[src/hw/rtl/bhp_pkg.sv]
// Shared types, constants and interface structs of the BMP header parser.
`timescale 1ns / 1ps

package bhp_pkg;

  localparam logic [31:0] HeaderBytes  = 32'd54;
  localparam logic [15:0] BmpSignature = 16'h4d42;
  localparam logic [31:0] InfoSize     = 32'd40;
  localparam logic [15:0] PlaneCount   = 16'd1;
  localparam logic [31:0] BiRgb        = 32'd0;

  // Positions of little-endian field ends, multiply steps, header end.
  localparam logic [31:0] PosSigEnd    = 32'd1;
  localparam logic [31:0] PosResEnd    = 32'd9;
  localparam logic [31:0] PosOffEnd    = 32'd13;
  localparam logic [31:0] PosInfoEnd   = 32'd17;
  localparam logic [31:0] PosWidthEnd  = 32'd21;
  localparam logic [31:0] PosHeightEnd = 32'd25;
  localparam logic [31:0] PosPlanesEnd = 32'd27;
  localparam logic [31:0] PosBitsEnd   = 32'd29;
  localparam logic [31:0] PosMulWh     = 32'd30;
  localparam logic [31:0] PosMulBits   = 32'd31;
  localparam logic [31:0] PosCompEnd   = 32'd33;
  localparam logic [31:0] PosSizeEnd   = 32'd37;
  localparam logic [31:0] PosHdrLast   = 32'd53;

  localparam int unsigned OutDepthDefault = 4;

  typedef enum logic [1:0] {
    KIND_PIXEL  = 2'd0,
    KIND_HEADER = 2'd1,
    KIND_STATUS = 2'd2
  } kind_e;

  typedef enum logic [2:0] {
    ST_OK        = 3'd0,
    ST_EOF       = 3'd1,
    ST_SIGNATURE = 3'd2,
    ST_RESERVED  = 3'd3,
    ST_INFO_SIZE = 3'd4,
    ST_PLANES    = 3'd5,
    ST_OFFSET    = 3'd6
  } status_e;

  typedef enum logic [1:0] {
    POS_HOLD = 2'd0,
    POS_INC  = 2'd1,
    POS_ONE  = 2'd2
  } pos_op_e;

  // Controller to datapath.
  typedef struct packed {
    logic    clear;
    logic    hdr_step;
    pos_op_e pos_op;
    logic    push_a;
    kind_e   kind_a;
    status_e status_a;
    logic    last_a;
    logic    push_b;
  } bhp_cmd_t;

  // Datapath to controller.
  typedef struct packed {
    status_e fail;
    logic    hdr_last;
    logic    gap_hit;
    logic    pay_last;
    logic    first_last;
    logic    size_zero;
    logic    offset_bad;
  } bhp_stat_t;

  typedef struct packed {
    kind_e       kind;
    logic [7:0]  pixel;
    logic [31:0] width;
    logic [31:0] height;
    logic [15:0] bits;
    logic [31:0] comp;
    logic [31:0] size;
    status_e     status;
    logic        last;
  } bhp_result_t;

endpackage

[src/hw/rtl/bhp_ctrl.sv]
// Phase state machine: decides which results each accepted byte produces.
`timescale 1ns / 1ps

module bhp_ctrl import bhp_pkg::*; (
  input  logic      clk_i,
  input  logic      rst_ni,
  input  logic      fire_i,
  input  logic      eof_i,
  input  bhp_stat_t stat_i,
  output bhp_cmd_t  cmd_o
);

  typedef enum logic [3:0] {
    PH_HEADER  = 4'b0001,
    PH_GAP     = 4'b0010,
    PH_PAYLOAD = 4'b0100,
    PH_DONE    = 4'b1000
  } phase_e;

  phase_e   phase_q, phase_d;
  bhp_cmd_t cmd;
  logic     stop;

  always_comb begin
    cmd          = '0;
    cmd.pos_op   = POS_HOLD;
    cmd.kind_a   = KIND_STATUS;
    cmd.status_a = ST_OK;
    phase_d      = phase_q;
    stop         = stat_i.offset_bad | stat_i.size_zero;
    if (fire_i) begin
      case (phase_q)
        PH_HEADER: begin
          cmd.hdr_step = 1'b1;
          cmd.pos_op   = POS_INC;
          if (stat_i.fail != ST_OK) begin
            cmd.push_a   = 1'b1;
            cmd.kind_a   = KIND_STATUS;
            cmd.status_a = stat_i.fail;
            cmd.last_a   = 1'b1;
            if (eof_i) cmd.clear = 1'b1;
            else       phase_d   = PH_DONE;
          end else if (stat_i.hdr_last) begin
            cmd.push_a   = 1'b1;
            cmd.kind_a   = KIND_HEADER;
            cmd.status_a = stat_i.offset_bad ? ST_OFFSET : ST_OK;
            cmd.last_a   = stop;
            if (stop) begin
              if (eof_i) cmd.clear = 1'b1;
              else       phase_d   = PH_DONE;
            end else if (eof_i) begin
              cmd.push_b = 1'b1;
              cmd.clear  = 1'b1;
            end else begin
              phase_d = PH_GAP;
            end
          end else if (eof_i) begin
            cmd.push_a   = 1'b1;
            cmd.kind_a   = KIND_STATUS;
            cmd.status_a = ST_EOF;
            cmd.last_a   = 1'b1;
            cmd.clear    = 1'b1;
          end
        end
        PH_GAP: begin
          if (stat_i.gap_hit) begin
            // This byte is payload byte zero.
            cmd.push_a = 1'b1;
            cmd.kind_a = KIND_PIXEL;
            cmd.last_a = stat_i.first_last;
            cmd.pos_op = POS_ONE;
            if (stat_i.first_last) begin
              if (eof_i) cmd.clear = 1'b1;
              else       phase_d   = PH_DONE;
            end else if (eof_i) begin
              cmd.push_b = 1'b1;
              cmd.clear  = 1'b1;
            end else begin
              phase_d = PH_PAYLOAD;
            end
          end else begin
            cmd.pos_op = POS_INC;
            if (eof_i) begin
              cmd.push_a   = 1'b1;
              cmd.kind_a   = KIND_STATUS;
              cmd.status_a = ST_EOF;
              cmd.last_a   = 1'b1;
              cmd.clear    = 1'b1;
            end
          end
        end
        PH_PAYLOAD: begin
          cmd.push_a = 1'b1;
          cmd.kind_a = KIND_PIXEL;
          cmd.last_a = stat_i.pay_last;
          cmd.pos_op = POS_INC;
          if (stat_i.pay_last) begin
            if (eof_i) cmd.clear = 1'b1;
            else       phase_d   = PH_DONE;
          end else if (eof_i) begin
            cmd.push_b = 1'b1;
            cmd.clear  = 1'b1;
          end
        end
        PH_DONE: begin
          if (eof_i) cmd.clear = 1'b1;
        end
        default: begin
          phase_d = PH_HEADER;
        end
      endcase
      if (cmd.clear) phase_d = PH_HEADER;
    end
  end

  always_ff @(posedge clk_i or negedge rst_ni) begin
    if (!rst_ni) begin
      phase_q <= PH_HEADER;
    end else begin
      phase_q <= phase_d;
    end
  end

  assign cmd_o = cmd;

endmodule

[src/hw/rtl/bhp_dp.sv]
// Datapath: byte counter, field shifter, header registers, size multiplier.
`timescale 1ns / 1ps

module bhp_dp import bhp_pkg::*; (
  input  logic        clk_i,
  input  logic        rst_ni,
  input  bhp_cmd_t    cmd_i,
  input  logic [7:0]  data_byte_i,
  output bhp_stat_t   stat_o,
  output bhp_result_t res_a_o,
  output bhp_result_t res_b_o
);

  logic [31:0] pos_q, pos_d;
  logic [31:0] shift_q, shift_d;
  logic [31:0] offset_q, offset_d;
  logic [31:0] width_q, width_d;
  logic [31:0] height_q, height_d;
  logic [15:0] bits_q, bits_d;
  logic [31:0] comp_q, comp_d;
  logic [31:0] size_q, size_d;

  // Two-step size product, each step registered, wrapping at 32 bits.
  logic [31:0] wh_q;
  logic [31:0] prod_q;
  logic [31:0] wh_full;
  logic [31:0] prod_full;

  logic [31:0] shift_nxt;
  logic [31:0] size_calc;
  status_e     fail;

  assign shift_nxt = {data_byte_i, shift_q[31:8]};
  assign wh_full   = width_q * height_q;
  assign prod_full = wh_q * {16'b0, bits_q};
  assign size_calc = (shift_nxt == 32'b0 && comp_q == BiRgb) ?
                     {3'b0, prod_q[31:3]} : shift_nxt;

  always_comb begin
    fail = ST_OK;
    if (pos_q == PosSigEnd && shift_nxt[31:16] != BmpSignature) fail = ST_SIGNATURE;
    if (pos_q == PosResEnd && shift_nxt != 32'b0)                fail = ST_RESERVED;
    if (pos_q == PosInfoEnd && shift_nxt != InfoSize)            fail = ST_INFO_SIZE;
    if (pos_q == PosPlanesEnd && shift_nxt[31:16] != PlaneCount) fail = ST_PLANES;
  end

  always_comb begin
    pos_d    = pos_q;
    shift_d  = shift_q;
    offset_d = offset_q;
    width_d  = width_q;
    height_d = height_q;
    bits_d   = bits_q;
    comp_d   = comp_q;
    size_d   = size_q;
    if (cmd_i.clear) begin
      pos_d    = '0;
      shift_d  = '0;
      offset_d = '0;
      width_d  = '0;
      height_d = '0;
      bits_d   = '0;
      comp_d   = '0;
      size_d   = '0;
    end else begin
      if (cmd_i.hdr_step) begin
        shift_d = shift_nxt;
        if (pos_q == PosOffEnd)    offset_d = shift_nxt;
        if (pos_q == PosWidthEnd)  width_d  = shift_nxt;
        if (pos_q == PosHeightEnd) height_d = shift_nxt;
        if (pos_q == PosBitsEnd)   bits_d   = shift_nxt[31:16];
        if (pos_q == PosCompEnd)   comp_d   = shift_nxt;
        if (pos_q == PosSizeEnd)   size_d   = size_calc;
      end
      case (cmd_i.pos_op)
        POS_HOLD: pos_d = pos_q;
        POS_INC:  pos_d = pos_q + 32'd1;
        POS_ONE:  pos_d = 32'd1;
        default:  pos_d = pos_q;
      endcase
    end
  end

  always_ff @(posedge clk_i or negedge rst_ni) begin
    if (!rst_ni) begin
      pos_q    <= '0;
      shift_q  <= '0;
      offset_q <= '0;
      width_q  <= '0;
      height_q <= '0;
      bits_q   <= '0;
      comp_q   <= '0;
      size_q   <= '0;
    end else begin
      pos_q    <= pos_d;
      shift_q  <= shift_d;
      offset_q <= offset_d;
      width_q  <= width_d;
      height_q <= height_d;
      bits_q   <= bits_d;
      comp_q   <= comp_d;
      size_q   <= size_d;
    end
  end

  // Width, height and bpp are all settled by byte 29; size is used at byte 37.
  always_ff @(posedge clk_i) begin
    if (cmd_i.hdr_step && pos_q == PosMulWh)   wh_q   <= wh_full;
    if (cmd_i.hdr_step && pos_q == PosMulBits) prod_q <= prod_full;
  end

  always_comb begin
    stat_o.fail       = fail;
    stat_o.hdr_last   = (pos_q == PosHdrLast);
    stat_o.gap_hit    = (pos_q == offset_q);
    stat_o.pay_last   = ((pos_q + 32'd1) == size_q);
    stat_o.first_last = (size_q == 32'd1);
    stat_o.size_zero  = (size_q == 32'd0);
    stat_o.offset_bad = (offset_q < HeaderBytes);
  end

  always_comb begin
    res_a_o        = '0;
    res_a_o.kind   = cmd_i.kind_a;
    res_a_o.status = cmd_i.status_a;
    res_a_o.last   = cmd_i.last_a;
    if (cmd_i.kind_a == KIND_PIXEL) res_a_o.pixel = data_byte_i;
    if (cmd_i.kind_a == KIND_HEADER) begin
      res_a_o.width  = width_q;
      res_a_o.height = height_q;
      res_a_o.bits   = bits_q;
      res_a_o.comp   = comp_q;
      res_a_o.size   = size_q;
    end
  end

  always_comb begin
    res_b_o        = '0;
    res_b_o.kind   = KIND_STATUS;
    res_b_o.status = ST_EOF;
    res_b_o.last   = 1'b1;
  end

endmodule

[src/hw/rtl/bhp_outq.sv]
// Result queue between the parser and the output channel.
`timescale 1ns / 1ps

module bhp_outq import bhp_pkg::*; #(
  parameter int unsigned Depth = OutDepthDefault
) (
  input  logic        clk_i,
  input  logic        rst_ni,
  input  logic        push_a_i,
  input  bhp_result_t res_a_i,
  input  logic        push_b_i,
  input  bhp_result_t res_b_i,
  input  logic        pop_i,
  output bhp_result_t head_o,
  output logic        valid_o,
  output logic        room_o
);

  localparam int unsigned PtrW = (Depth > 1) ? $clog2(Depth) : 1;
  localparam int unsigned CntW = $clog2(Depth + 1);

  bhp_result_t         mem_q [Depth];
  logic [PtrW-1:0]     wr_q, wr_d, rd_q, rd_d, wr_nxt1, wr_nxt2;
  logic [CntW-1:0]     cnt_q, cnt_d;

  function automatic logic [PtrW-1:0] ptr_next(input logic [PtrW-1:0] p);
    if (p == PtrW'(Depth - 1)) return '0;
    else                       return p + 1'b1;
  endfunction

  assign wr_nxt1 = ptr_next(wr_q);
  assign wr_nxt2 = ptr_next(wr_nxt1);

  always_comb begin
    wr_d  = wr_q;
    rd_d  = rd_q;
    if (push_a_i) wr_d = push_b_i ? wr_nxt2 : wr_nxt1;
    if (pop_i)    rd_d = ptr_next(rd_q);
    cnt_d = cnt_q + CntW'(push_a_i) + CntW'(push_b_i) - CntW'(pop_i);
  end

  always_ff @(posedge clk_i or negedge rst_ni) begin
    if (!rst_ni) begin
      wr_q  <= '0;
      rd_q  <= '0;
      cnt_q <= '0;
    end else begin
      wr_q  <= wr_d;
      rd_q  <= rd_d;
      cnt_q <= cnt_d;
    end
  end

  always_ff @(posedge clk_i) begin
    if (push_a_i) mem_q[wr_q]    <= res_a_i;
    if (push_b_i) mem_q[wr_nxt1] <= res_b_i;
  end

  assign head_o  = mem_q[rd_q];
  assign valid_o = (cnt_q != '0);
  // One byte can produce two results.
  assign room_o  = (cnt_q <= CntW'(Depth - 2));

endmodule

[src/hw/rtl/bmp_header_parser_core.sv]
// Top level of the BMP header parser: byte stream in, header and payload results out.
`timescale 1ns / 1ps
//
// Input channel: one file byte per transaction (data_byte_i, end_of_file_i),
// in_valid_i / in_stall_o. end_of_file_i marks the final byte of a file.
// Output channel: one result per transaction, out_valid_o / out_stall_i.
// kind_o says payload byte, header summary or status only; last_o marks the
// final result of a file. Header fields are zero on other kinds.
//
// Throughput: one byte per cycle while in_stall_o is low. Each byte is handled in the
// cycle it is accepted and its results (at most two) enter a small result queue of
// OutDepth entries, whose registered storage drives the outputs.
// in_stall_o rises while fewer than two queue slots are free, so a
// stalled receiver backs up into the input channel after a few bytes and
// nothing is lost. The image size product is formed by two registered
// multiplies on header bytes 30 and 31, well before it is needed at byte 37.
//
// Reset clears the parser to the start of a new file and empties the queue.
// After end of file all header state returns to that same point.

module bmp_header_parser_core import bhp_pkg::*; #(
  parameter int unsigned OutDepth = OutDepthDefault
) (
  input  logic        clk_i,
  input  logic        rst_ni,
  input  logic        in_valid_i,
  output logic        in_stall_o,
  input  logic [7:0]  data_byte_i,
  input  logic        end_of_file_i,
  output logic        out_valid_o,
  input  logic        out_stall_i,
  output logic [1:0]  kind_o,
  output logic [7:0]  pixel_byte_o,
  output logic [31:0] width_o,
  output logic [31:0] height_o,
  output logic [15:0] pixel_bits_o,
  output logic [31:0] compression_o,
  output logic [31:0] image_size_bytes_o,
  output logic [2:0]  status_o,
  output logic        last_o
);

  bhp_cmd_t    cmd;
  bhp_stat_t   stat;
  bhp_result_t res_a, res_b, head;
  logic        in_fire, out_fire, room;

  assign in_stall_o = !room;
  assign in_fire    = in_valid_i && room;
  assign out_fire   = out_valid_o && !out_stall_i;

  bhp_ctrl u_ctrl (
    .clk_i  (clk_i),
    .rst_ni (rst_ni),
    .fire_i (in_fire),
    .eof_i  (end_of_file_i),
    .stat_i (stat),
    .cmd_o  (cmd)
  );

  bhp_dp u_dp (
    .clk_i       (clk_i),
    .rst_ni      (rst_ni),
    .cmd_i       (cmd),
    .data_byte_i (data_byte_i),
    .stat_o      (stat),
    .res_a_o     (res_a),
    .res_b_o     (res_b)
  );

  bhp_outq #(
    .Depth (OutDepth)
  ) u_outq (
    .clk_i    (clk_i),
    .rst_ni   (rst_ni),
    .push_a_i (cmd.push_a),
    .res_a_i  (res_a),
    .push_b_i (cmd.push_b),
    .res_b_i  (res_b),
    .pop_i    (out_fire),
    .head_o   (head),
    .valid_o  (out_valid_o),
    .room_o   (room)
  );

  assign kind_o             = head.kind;
  assign pixel_byte_o       = head.pixel;
  assign width_o            = head.width;
  assign height_o           = head.height;
  assign pixel_bits_o       = head.bits;
  assign compression_o      = head.comp;
  assign image_size_bytes_o = head.size;
  assign status_o           = head.status;
  assign last_o             = head.last;

endmodule
[config.mk]
export PLATFORM = sky130hd
export DESIGN_NAME = bmp_header_parser_core
export DESIGN_NICKNAME = d
export VERILOG_FILES = /design/src/hw/rtl/bhp_pkg.sv /design/src/hw/rtl/bhp_ctrl.sv /design/src/hw/rtl/bhp_dp.sv /design/src/hw/rtl/bhp_outq.sv /design/src/hw/rtl/bmp_header_parser_core.sv
export SDC_FILE = /design/constraint.sdc
export NUM_CORES = 2
export LEC_CHECK = 0
export BUFFER_PORTS_ARGS = -buffer_cell sky130_fd_sc_hd__buf_2
export CAP_MARGIN = 40
export CORE_MARGIN = 2
export CORE_UTILIZATION = 50
export DETAILED_ROUTE_END_ITERATION = 6
export GPL_TIMING_DRIVEN = 0
export PLACE_DENSITY = 0.76
export SETUP_SLACK_MARGIN = 0.2
export SLEW_MARGIN = 20
export SYNTH_ARGS = -nofsm -noshare
export SYNTH_HDL_FRONTEND = slang
export SYNTH_HIERARCHICAL = 1
export SYNTH_SLANG_ARGS = --single-unit
export TNS_END_PERCENT = 20
[constraint.sdc]
create_clock -name clk_i -period 10.2 [get_ports clk_i]
set_input_delay 1.53 -clock clk_i [delete_from_list [all_inputs] [get_ports clk_i]]
set_output_delay 1.53 -clock clk_i [all_outputs]
set_load 0.05 [all_outputs]
# Yosys cells after proc, flatten, opt, wreduce, memory -nomap -nowiden
# Memory sizes are Yosys's and may differ from the RTL's.
# Cells that the tools add are included.
# word_totals
mem_bits_rw	632
n_memories	1
input_bits	13
wordCells	165
regBits	315
# classes
multipliers	2
bitwise	1
n_addsub	7
n_lt_le_gt_ge	2
muxes	69
reduce_logical	34
n_eq_ne	35
# memory_table
name	depth	word_bits	rd	rd_ports_with_merged_regs	wr	line_no	source
u_outq.mem_q	4	158	1	0	2	bhp_outq.sv:22	bhp_result_t mem_q [Depth];
# op_table
operator	count
32-bit 2-to-1 mux	19
32-bit by 5-bit equality test with 1-bit output, second input constant	7
144-bit 2-to-1 mux	1
32-bit by 6-bit equality test with 1-bit output, second input constant	3
32-bit logical NOT	3
32-bit by 1-bit equality test with 1-bit output, second input constant	2
32-bit equality test	2
32-bit by 4-bit equality test with 1-bit output, second input constant	2
32-bit case mux with 2 select lines	1
16-bit 2-to-1 mux	3
4-bit 2-to-1 mux	10
32-bit by 1-bit adder with 32-bit output, second input constant	1
32-bit by 6-bit < comparator with 1-bit output, second input constant	1
32-bit by 16-bit multiplier with 32-bit output	1
32-bit by 32-bit multiplier with 32-bit output	1
32-bit by 6-bit inequality test with 1-bit output, second input constant	1
32-bit nonzero test	1
7-bit 2-to-1 mux	3
16-bit by 1-bit inequality test with 1-bit output, second input constant	1
16-bit by 15-bit inequality test with 1-bit output, second input constant	1
4-bit case mux with 4 select lines	1
1-bit 2-to-1 mux	15
3-bit 2-to-1 mux	5
5-bit case mux with 3 select lines	1
other kinds (30)	64

# Logic depth before layout (Yosys ltp)
# logic_depth
ltp_word	13
mapped_depth	27

# Cells and area by module
# The synthesis kept the hierarchy.
# by_module_without_submodules
module	seq_area_each_um2	instances	area_per_inst_um2	cells_each
bhp_dp	7637.3	1	42625.9	4781
bhp_outq	19153.4	1	30909.6	1575
bhp_ctrl	101.3	1	598.1	77
bmp_header_parser_core	0.0	1	23.8	3

# Worst setup path before layout
# No wires, ideal clock.
# synth_timing
path_kind	input -> register
startpoint	input data_byte_i[1]
endpoint	memory u_outq/mem_q[3][0] (netlist bit) (enable)
setup_ns	0.524
n_path_buf	4
stages	16
arrival_ns	7.742
setup_slack_ns	1.934
path_cell_list	clkbuf_1 nor4_1 nand4_1 nand4b_1 nor4_1 nor3b_1 o41ai_1 nor3_1 nand4_1 o221ai_1 and4_1 buf_4 nand2_2 buf_4 buf_4 nand2_1
# synth_lines
element	line_no	source
start, declared	bmp_header_parser_core.sv:28	input logic [7:0] data_byte_i,
end, declared	bhp_outq.sv:22	

# Worst setup path after layout
# layout_timing
startpoint	register u_dp.width_q[14]
endpoint	register u_dp.wh_q[31], data pin
# layout_between
elab_chain_len	1
# layout_lines
element	line_no	source
start, declared	bhp_dp.sv:17	logic [31:0] width_q, width_d;
start signal, assigned	bhp_dp.sv:98	width_q <= width_d;
32-bit by 32-bit multiplier with 32-bit output	bhp_dp.sv:34	assign wh_full = width_q * height_q;
named net u_dp.wh_full[31]	bhp_dp.sv:26	logic [31:0] wh_full;
end signal, assigned	bhp_dp.sv:108	if (cmd_i.hdr_step && pos_q == PosMulWh) wh_q <= wh_full;
end, declared	bhp_dp.sv:24	logic [31:0] wh_q;
# The timed path passes the listed nets, and every way through them passes these cells.
# A chain may end at the register's enable or synchronous reset.

==> flow_metrics.tcl <==
set metrics [dict create \
    rsz0062_at_grt "false" \
    final_max_slew_viol_count 0 \
    seq_area_frac_synth 0.363 \
    hold_class "flip-flop to flip-flop" \
    dp.cells 8728 \
    fmax_mhz 113 \
    drt-total-wl_mm 213 \
    cts.clk_slew.worst_paths_ns 0.06 \
    core_sq_mm 0.147 \
    syn_area_sq_mm 0.0742 \
    ctsHoldBuffers 0 \
    synth_edf_count 693 \
    die_h_um 389 \
    synth_seq_cells 936 \
    viasPerCell 5.72 \
    ys_async_sr_fraction 0.260 \
    drt_iter0_drc 5102 \
    dpl.hpwl_mm 158 \
    setup.worst_path.start_class "flip-flop" \
    synth.top_cell.area_share 0.281 \
    cts.sink_count 936 \
    critPathKind "flip-flop to flip-flop" \
    route.detailed.drc 0 \
    status "finished clean" \
    ys_top_cells_by_area "edfxtp_1 (28%), fa_1 (19%), mux2_2 (9.7%)" \
    hold_viol 0 \
    slowest_delay_ns 0.65 \
    post-cts-setup-buffers 0 \
    numCtsBuffers 97 \
    crit_fanout 10 \
    synthFlopType "edfxtp_1" \
    first_pass_iters 6 \
    p_leak_nw 35.5 \
    worst_pin_slew_ns 0.932 \
    period_share 0.866 \
    grt_pass1_vias 52173 \
    drv_cap 0 \
    vdd_drop_max_mv 0.131 \
    arrival_ns 9.23 \
    clockBufferDepth 3 \
    grt_pass1_wl_mm 322 \
    io_pins 173 \
    gp_congestion 0.965 \
    setup-violations-final 0 \
    cts-root-buf "clkbuf_16" \
    crit_top_cell "fa_1" \
    final_cell_area_sq_mm 0.0823 \
    fin_skew_ns 0.0558 \
    max_slew_margin 0.373 \
    finalPower_mw 12.0 \
    fin_hold_ws_ns 0.537 \
    cp-end-kind "flip-flop" \
    nets 7829 \
    postRouteAntennaNets 0 \
    vias 51043 \
    grt_overflow 0 \
    postSynthAreaPerCell_sq_um 11.5 \
    htree_levels 3 \
    post-route-min-period_ns 8.84 \
    path_cells "clkbuf_1 -> clkbuf_1 -> and2_1 -> fa_1 -> fa_1 -> fa_1 -> inv_1 -> fa_1 -> inv_1 -> fa_1 -> fa_1 -> fa_1 -> fa_1 -> ha_1 -> buf_1 -> and3_1 -> a221oi_1 -> o21ai_0 -> o31a_1 -> a2111oi_0 -> o21ai_0 -> a21oi_1 -> xnor2_1" \
    postCtsResizedCells 0 \
    syn2layout_area_growth_pct 11.0 \
    path_delay_family "adder cells" \
    die_area_sq_mm 0.151 \
    grt_max_degree 103 \
    postSynthCellCount 6436 \
    num_rows 141 \
    dpl_cell_area_sq_mm 0.0788 \
    power_density_mw_per_mm2 146 \
    synth.distinct_cells 80 \
    insertion_delay_ns 0.73 \
    r2r_setup_slack_ns 1.36 \
    layout-drive-gt1-share 0.213 \
    fin_cells 8924 \
    yosys_warnings 6 \
    n_fill_cell 12118 \
    grt_use_total 0.282 \
    io_buffers 164 \
    path_buf_inv 5 \
    crit_path_top_delay_cell "clkbuf_1" \
    start_util 0.503 \
    cts_tree "done" \
    wl_per_cell_um 23.9 \
    die_x_um 389 \
    required_ns 10.59 \
    antenna_found_initial 9 \
    synth.largest_area_cell "edfxtp_1" \
]
-- layer usage --
metal / share of wire / up-vias / track usage
met2: 0.47 / 2652 / 0.447
met4: 0.045 / 2 / 0.112
met5: 0.000061 / - / 0
met1: 0.39 / 25918 / 0.380
li1: - / 21933 / -
met3: 0.10 / 538 / 0.0609
-- area by class of cell --
| cell class | instances | area, sq um | area share |
|---|---|---|---|
| inverter | 728 | 2730 | 0.0332 |
| sequential | 936 | 26900 | 0.327 |
| clock buffer | 130 | 2720 | 0.0330 |
| antenna | 4 | 10.0 | 0.000122 |
| tap | 1930 | 2410 | 0.0293 |
| multi-input combinational | 4346 | 41900 | 0.510 |
| timing repair buffer | 215 | 1630 | 0.0198 |
| clock inverter | 53 | 712 | 0.00865 |
| buffer | 582 | 3230 | 0.0393 |
-- per-stage QoR --
| step | util | setup WS (ns) | setup TNS, ns |
|---|---|---|---|
| 2_1_floorplan | - | 1.93 | 0 |
| 3_3_place_gp | 0.529 | -2.71 | -1645.16 |
| 5_1_grt | 0.558 | 0.899 | 0 |
| 3_5_place_dp | 0.534 | 1.51 | 0 |
| 6_report | 0.558 | 1.36 | 0 |
| 4_1_cts | 0.557 | 1.50 | 0 |
-- layout by cell type (no fill, tap or decap), drive strengths merged, types with 113 or more instances in the layout --
cell	count
nand2	812
inv	730
fa	714
edfxtp	693
mux2	637
and2	581
buf	512
clkbuf	415
dfrtp	242
a21oi	204
ha	196
conb	158
mux4	158
nor2	134
xnor2	132
o21ai	113
-- synth_stat cells, drive strengths merged, types with 134 or more instances --
cell type	n
fa	714
nor2	134
clkbuf	283
a21oi	204
edfxtp	693
dfrtp	242
nand2	812
ha	196
and2	581
mux4	158
buf	299
mux2	637
inv	728
-- cells by family (layout without fill, tap and decap cells) --
| kind of cell | after synthesis | in the layout | synth area share |
|---|---|---|---|
| mux | 862 | 862 | 0.154 |
| simple gates | 1755 | 1755 | 0.117 |
| buf+inv | 1310 | 1708 | 0.0803 |
| flops | 936 | 936 | 0.363 |
| compound gates | 447 | 447 | 0.0353 |
| other cells | 2 | 162 | 0.000101 |
| xor+xnor | 214 | 214 | 0.0253 |
| fa+ha+maj | 910 | 910 | 0.226 |
-- final timing paths --
check                                             start                           to  cells after the start
min in group asynchronous                        rst_ni   u_dp/pos_q[11]$_DFFE_PN0P_                      1
hold reg to reg               u_dp/prod_q[21]$_DFFE_PP_  u_dp/size_q[18]$_DFFE_PN0P_                      2
max in group asynchronous                        rst_ni  u_dp/comp_q[13]$_DFFE_PN0P_                      3
setup / recovery           u_dp/width_q[14]$_DFFE_PN0P_      u_dp/wh_q[31]$_DFFE_PP_                     23
setup reg to reg           u_dp/width_q[14]$_DFFE_PN0P_      u_dp/wh_q[31]$_DFFE_PP_                     23
hold / removal                u_dp/prod_q[21]$_DFFE_PP_  u_dp/size_q[18]$_DFFE_PN0P_                      2
-- sequential cells by signal (all words and copies together), names as in the netlist, 3 cells and up --
register and cells:
u_outq/mem_q 632, u_outq/cnt_q 3, u_dp/pos_q 32, u_dp/size_q 32
u_dp/wh_q 32, u_dp/shift_q 24, u_dp/height_q 32, u_ctrl/phase_q 4
u_dp/bits_q 16, u_dp/comp_q 32, u_dp/prod_q 29, u_dp/offset_q 32
u_dp/width_q 32
-- worst reg2reg max path: stages, from the launching register on --
cell and delay (ns):
dfrtp_1 0.34, clkbuf_1 0.65, clkbuf_1 0.66, and2_1 0.26, fa_1 0.42, fa_1 0.49, fa_1 0.54, inv_1 0.06
fa_1 0.48, inv_1 0.06, fa_1 0.48, fa_1 0.57, fa_1 0.43, fa_1 0.44, ha_1 0.27, buf_1 0.19
and3_1 0.23, a221oi_1 0.24, o21ai_0 0.25, o31a_1 0.39, a2111oi_0 0.42, o21ai_0 0.18, a21oi_1 0.34, xnor2_1 0.15
-- where the power goes --
group	leakage, nW	switching (mW)	internal, mW
clock	1.67	1.59	2.22
sequential	10.2	0.0828	4.23
combinational	23.6	2.74	1.18
total	35.5	4.41	7.63
Note: power is estimated with default switching activity, not from simulation.
